File: config.mk
export PLATFORM = sky130hd
export DESIGN_NAME = tbt_div
export DESIGN_NICKNAME = d
export VERILOG_FILES = /design/src/hdl/tbt_div.sv
export VERILOG_INCLUDE_DIRS = /design/src /design/src/hdl
export SDC_FILE = /design/constraint.sdc
export NUM_CORES = 2
export LEC_CHECK = 0
export ABC_AREA = 1
export BUFFER_PORTS_ARGS = -buffer_cell sky130_fd_sc_hd__buf_2
export CAP_MARGIN = 10
export CORE_AREA = 2 2 543 545
export DETAILED_ROUTE_END_ITERATION = 6
export DIE_AREA = 0 0 545 547
export PLACE_DENSITY_LB_ADDON = 0.3
export SLEW_MARGIN = 20
export SYNTH_ARGS = -nofsm -noshare
export SYNTH_HDL_FRONTEND = slang
export SYNTH_SLANG_ARGS = --single-unit
File: constraint.sdc
create_clock -name clk -period 5.4 [get_ports clk]
set_input_delay 1.62 -clock clk [delete_from_list [all_inputs] [get_ports clk]]
set_output_delay 1.62 -clock clk [all_outputs]
set_load 0.01 [all_outputs]
File: src/hdl/thermistor_beta_temperature_defines.svh
// Assertion macros shared by the thermistor temperature design
`ifndef THERMISTOR_BETA_TEMPERATURE_DEFINES_SVH
`define THERMISTOR_BETA_TEMPERATURE_DEFINES_SVH

// Same-cycle implication, clocked on clk and quiet during reset
`define TBT_ASSERT_NOW(lbl, ante, cons, msg) \
    lbl: assert property (@(posedge clk) disable iff (!rst_n) (ante) |-> (cons)) \
        else $error(msg);

// Next-cycle implication, clocked on clk and quiet during reset
`define TBT_ASSERT_NEXT(lbl, ante, cons, msg) \
    lbl: assert property (@(posedge clk) disable iff (!rst_n) (ante) |=> (cons)) \
        else $error(msg);

`endif

File: src/hdl/tbt_div.sv
// Pipelined restoring divider, one quotient bit per stage
`include "thermistor_beta_temperature_defines.svh"
module tbt_div #(
    parameter int NW = 37,
    parameter int DW = 16,
    parameter int QW = 20,
    parameter int SW = 1
) (
    input  logic          clk,
    input  logic          rst_n,
    input  logic          en,
    input  logic          in_valid,
    input  logic [NW-1:0] num,
    input  logic [DW-1:0] den,
    input  logic [SW-1:0] side_in,
    output logic          out_valid,
    output logic [QW-1:0] quo,
    output logic [SW-1:0] side_out
);
    // Caller keeps num below den * 2**QW
    localparam int W = (NW > DW + QW) ? NW : DW + QW;

    logic [W-1:0]  rem_reg  [QW];
    logic [DW-1:0] den_reg  [QW];
    logic [QW-1:0] quo_reg  [QW];
    logic [SW-1:0] side_reg [QW];
    logic [QW-1:0] valid_reg;

    for (genvar k = 0; k < QW; k++) begin : g_stage
        logic [W-1:0]  rem_in;
        logic [DW-1:0] den_in;
        logic [QW-1:0] quo_in;
        logic [SW-1:0] side_k;
        logic          valid_in;
        logic [W-1:0]  trial;
        logic [W-1:0]  rem_next;
        logic [QW-1:0] quo_next;

        if (k == 0) begin : g_first
            assign rem_in   = W'(num);
            assign den_in   = den;
            assign quo_in   = '0;
            assign side_k   = side_in;
            assign valid_in = in_valid;
        end
        else begin : g_rest
            assign rem_in   = rem_reg[k-1];
            assign den_in   = den_reg[k-1];
            assign quo_in   = quo_reg[k-1];
            assign side_k   = side_reg[k-1];
            assign valid_in = valid_reg[k-1];
        end

        // Try the shifted divisor, keep the bit when it fits
        assign trial = W'(den_in) << (QW - 1 - k);

        always_comb
        begin
            if (rem_in >= trial)
            begin
                rem_next = rem_in - trial;
                quo_next = quo_in | (QW'(1) << (QW - 1 - k));
            end
            else
            begin
                rem_next = rem_in;
                quo_next = quo_in;
            end
        end

        always_ff @(posedge clk or negedge rst_n)
        begin
            if (!rst_n)
            begin
                valid_reg[k] <= 1'b0;
            end
            else if (en)
            begin
                valid_reg[k] <= valid_in;
            end
        end

        always_ff @(posedge clk)
        begin
            if (en)
            begin
                rem_reg[k]  <= rem_next;
                den_reg[k]  <= den_in;
                quo_reg[k]  <= quo_next;
                side_reg[k] <= side_k;
            end
        end
    end

    assign out_valid = valid_reg[QW-1];
    assign quo       = quo_reg[QW-1];
    assign side_out  = side_reg[QW-1];

    `TBT_ASSERT_NOW(a_rem_below_den, valid_reg[QW-1],
        rem_reg[QW-1] < W'(den_reg[QW-1]), "divider remainder not below divisor")

endmodule

==> qor.csv <==
stage,metric,value,unit
detailed_routing,wl_per_cell,17.6,µm
grt,gr-usage-met2,26.2,%
run_status,violations,design-rule violations,
worst_setup_path,cp-end-kind,flop,
placed_design,gp_congestion,0.920,
clock_network,clock_path_buffers,4,
detailed_routing,drc,7,
final_layout,syn2layout_area_growth,14.0,%
timing,setup_slack,1890,ps
worst_setup_path,crit_end,rem_reg[2][16]$_DFFE_PP_,
worst_setup_path,path_cells,ha_1 -> fa_1 -> inv_1 -> nand3_1 -> nand2_2 -> nand2_1 -> nand2_1 -> nand3_1 -> nand2_1 -> nand2_1 -> nand3_1 -> o21ai_0,
timing,slew_headroom,27.3,%
clock_network,worst_skew_pair.late_latency,860,ps
grt,grtUsageTotal,14.7,%
grt,overflow,0,
power_and_ir_drop,cellPowerDensity,477,nW/µm²
die,design.core.area,293000,µm²
placed_design,place_ws,1540,ps
worst_setup_path,required,5880,ps
timing,fin_crit,3510,ps
worst_setup_path,cp.arrival,3990,ps
die,die-height,547,µm
synthesis,netlist_area,72800,µm²
synthesis,synth_edf_count,1237,
worst_setup_path,crit_path_frequent_cell,nand2_1,
run_status,status,"complete, but fails checks",
worst_setup_path,r2r_start,den_reg[3][0]$_DFFE_PP_,
final_layout,largest_reg_flops,703,
detailed_routing,detailroute.via_count,56600,
clock_network,postCtsSetupBuffers,0,
placed_design,port_buffers,79,
timing,tightest_slew,1090,ps
synthesis,ys_ff_latch,1257,
detailed_routing,postRouteAntennaNets,0,
worst_setup_path,reg2reg_to,rem_reg[2][16]$_DFFE_PP_,
clock_network,cts_resized,0,
clock_network,clock_sinks,1257,
grt,grt.met1_usage,18.4,%
die,core.rowCount,199,
timing,final_max_slew_viol_count,0,
placed_design,placed_area,77700,µm²
worst_setup_path,worstSetupPathDepth,12,
clock_network,holdBufCountCts,0,
worst_setup_path,worstPathMaxFanout,21,
detailed_routing,drt_iter0_markers,4331,
die,initial_utilization,24.9,%
die,die_area,298000,µm²
power_and_ir_drop,irDropWorstVdd,244,µV
clock_network,htree_levels,4,
detailed_routing,firstDrtPassIters,7,
min_path,worstHoldStart,quo_reg[1][53]$_DFFE_PP_,
grt,grt.busiest_layer,met2,
worst_setup_path,crit_path_top_delay_cell,nand3_1,
grt,grt.met3_usage,1.68,%
detailed_routing,drt-vias-per-instance,4.47,
die,num_io_pins,80,
synthesis,ys_seq_area_share,51.7,%
grt,grt_first_pass_wirelength,339000,µm
synthesis,yosys_warnings,0,
job,maxCapViolations,0,
timing,finalSetupViolCount,0,
final_layout,nets,9012,
synthesis,async_flop_share,1.59,%
worst_setup_path,ff2ff_path_depth,12,
synthesis,synth.distinct_cells,55,
final_layout,fillerInstances,31200,
final_layout,layout-drive-gt1-share,6.41,%
timing,rsz0062_at_grt,false,
clock_network,clkSlewWorstSetupHoldPaths,60,ps
synthesis,synthCells,8426,
die,die_x,545,µm
worst_setup_path,path_class,reg -> reg,
synthesis,synth_nets,8823,
clock_network,numCtsBuffers,159,
worst_setup_path,critPathBufInv,1,
power_and_ir_drop,leakagePower,0.0348,µW
worst_setup_path,cp_top_family,simple AND/OR/NAND/NOR gates,
min_path,holdCritPathClass,reg -> reg,
grt,antenna_found_initial,2,
timing,timing.fmax,285,MHz
placed_design,dp_hpwl,178000,µm
worst_setup_path,worstSetupStartpointType,flop,
clock_network,root_buffer,clkbuf_16,
detailed_routing,wl,223000,µm
worst_setup_path,cp-startpoint,den_reg[3][0]$_DFFE_PP_,
power_and_ir_drop,power,39500,µW
synthesis,synthFlopType,edfxtp_1,
synthesis,synth.avg_cell_area,8.64,µm²
grt,grt_pass1_vias,55900,
timing,skew,74.7,ps
worst_setup_path,cp_slowest_stage_delay,670,ps
timing,tns,0,ps
worst_setup_path,regToRegSetupSlack,1890,ps
clock_network,cts_tree,done,
grt,grt_max_degree,162,
final_layout,fin_area,82900,µm²
timing,post-route-period-util,64.9,%
timing,hold_viol,0,
[per-layer routing]
metal  vias up  routed length (µm)
li1      28200                   -
met1     26800               96000
met2      1297              111000
met3       315                8830
met4         0                7190
met5         -                   0
[cell usage in the layout (no fill, tap or decap), drive strengths merged, types with 3 or more instances in the layout]
master and n:
nand2 2611, inv 1296, edfxtp 1237, nor2 857
a21oi 484, nand3 478, o21ai 335, ha 320
clkbuf 187, nand4 176, nor3 128, xor2 127
xnor2 104, buf 103, clkinv 61, nand3b 54
o21bai 26, dfrtp 20, fa 19, and2 19
o21a 17, or2 15, nor4 14, bufinv 14
clkinvlp 13, a21o 8, nor3b 5, a21boi 4
o211ai 3
[synthesized netlist by cell type, types with 3 or more instances]
master	n	area [µm²]
nor2_1	824	3090
edfxtp_1	1237	37100
o211ai_1	3	22.5
nand3b_1	54	405
a21oi_1	412	2060
clkbuf_1	4	15.0
nor2_2	23	144
nand2_2	32	200
or2_2	13	81.3
buf_2	14	70.1
o21ai_2	35	307
nor3_1	124	621
nand2_1	2576	9670
nand3_1	468	2340
o21a_1	17	128
a21o_1	8	60.1
nor4_1	14	87.6
nor3b_1	5	37.5
buf_4	18	135
nand4_1	175	1090
inv_2	10	37.5
and2_1	17	106
a21oi_2	68	596
o21ai_1	41	205
nor3_2	4	40.0
o21bai_1	26	195
xnor2_1	104	911
fa_1	19	380
nor2_4	9	101
a21boi_0	4	30.0
inv_1	1270	4770
a21oi_4	4	65.1
nand2_4	3	33.8
ha_1	320	4000
dfrtp_1	20	500
o21ai_0	259	1300
buf_6	36	405
xor2_1	127	1110
nand3_2	8	80.1
[kinds of logic (layout without fill, tap and decap cells)]
logic type | after synthesis | in the layout | synth area share [%]
fa+ha+maj | 339 | 339 | 6.02
compound gates | 879 | 879 | 6.84
flops | 1257 | 1257 | 51.7
buf+inv | 1358 | 1674 | 7.53
other cells | 0 | 1 | 0
xor+xnor | 231 | 231 | 2.78
simple gates | 4362 | 4362 | 25.1
[worst register-to-register path, cell delays in order (launching register included)]
cell and delay, ps:
edfxtp_1 500, ha_1 300, fa_1 430, inv_1 100, nand3_1 80, nand2_2 130, nand2_1 60, nand2_1 130
nand3_1 90, nand2_1 160, nand2_1 90, nand3_1 670, o21ai_0 370
[layout make-up]
class / instances / area [µm²] / area share [%]
antenna: 1 / 2.50 / 0.00302
clock buffer: 187 / 4170 / 5.03
tap: 3919 / 4900 / 5.91
clock inverter: 101 / 1030 / 1.24
sequential: 1257 / 37600 / 45.4
inverter: 1283 / 4820 / 5.81
timing repair buffer: 103 / 716 / 0.863
multi-input combinational: 5811 / 29700 / 35.8
[through the flow]
| stage | std cells | util (%) | hold WS, ps |
|---|---|---|---|
| 2_1_floorplan | 8426 | - | 400 |
| 3_3_place_gp | 12400 | 26.6 | 400 |
| 3_5_place_dp | 12400 | 26.6 | 405 |
| 4_1_cts | 12700 | 28.3 | 401 |
| 5_1_grt | 12700 | 28.4 | 417 |
| 6_report | 12700 | 28.4 | 410 |
[power breakdown]
part	internal, µW	switching [µW]
logic	4610	9600
clock network	6250	4390
registers	13100	1550
[worst min path at each step]
stage	endpoint	cells after the start
global placement	quo_reg[1][37]$_DFFE_PP_	0
finish	quo_reg[1][73]$_DFFE_PP_	0
floorplan	quo_reg[0][39]$_DFFE_PP_	0
CTS	quo_reg[1][38]$_DFFE_PP_	0
detailed placement	quo_reg[0][59]$_DFFE_PP_	0
global route	quo_reg[4][8]$_DFFE_PP_	0
Power figures use the tool's default switching activity.
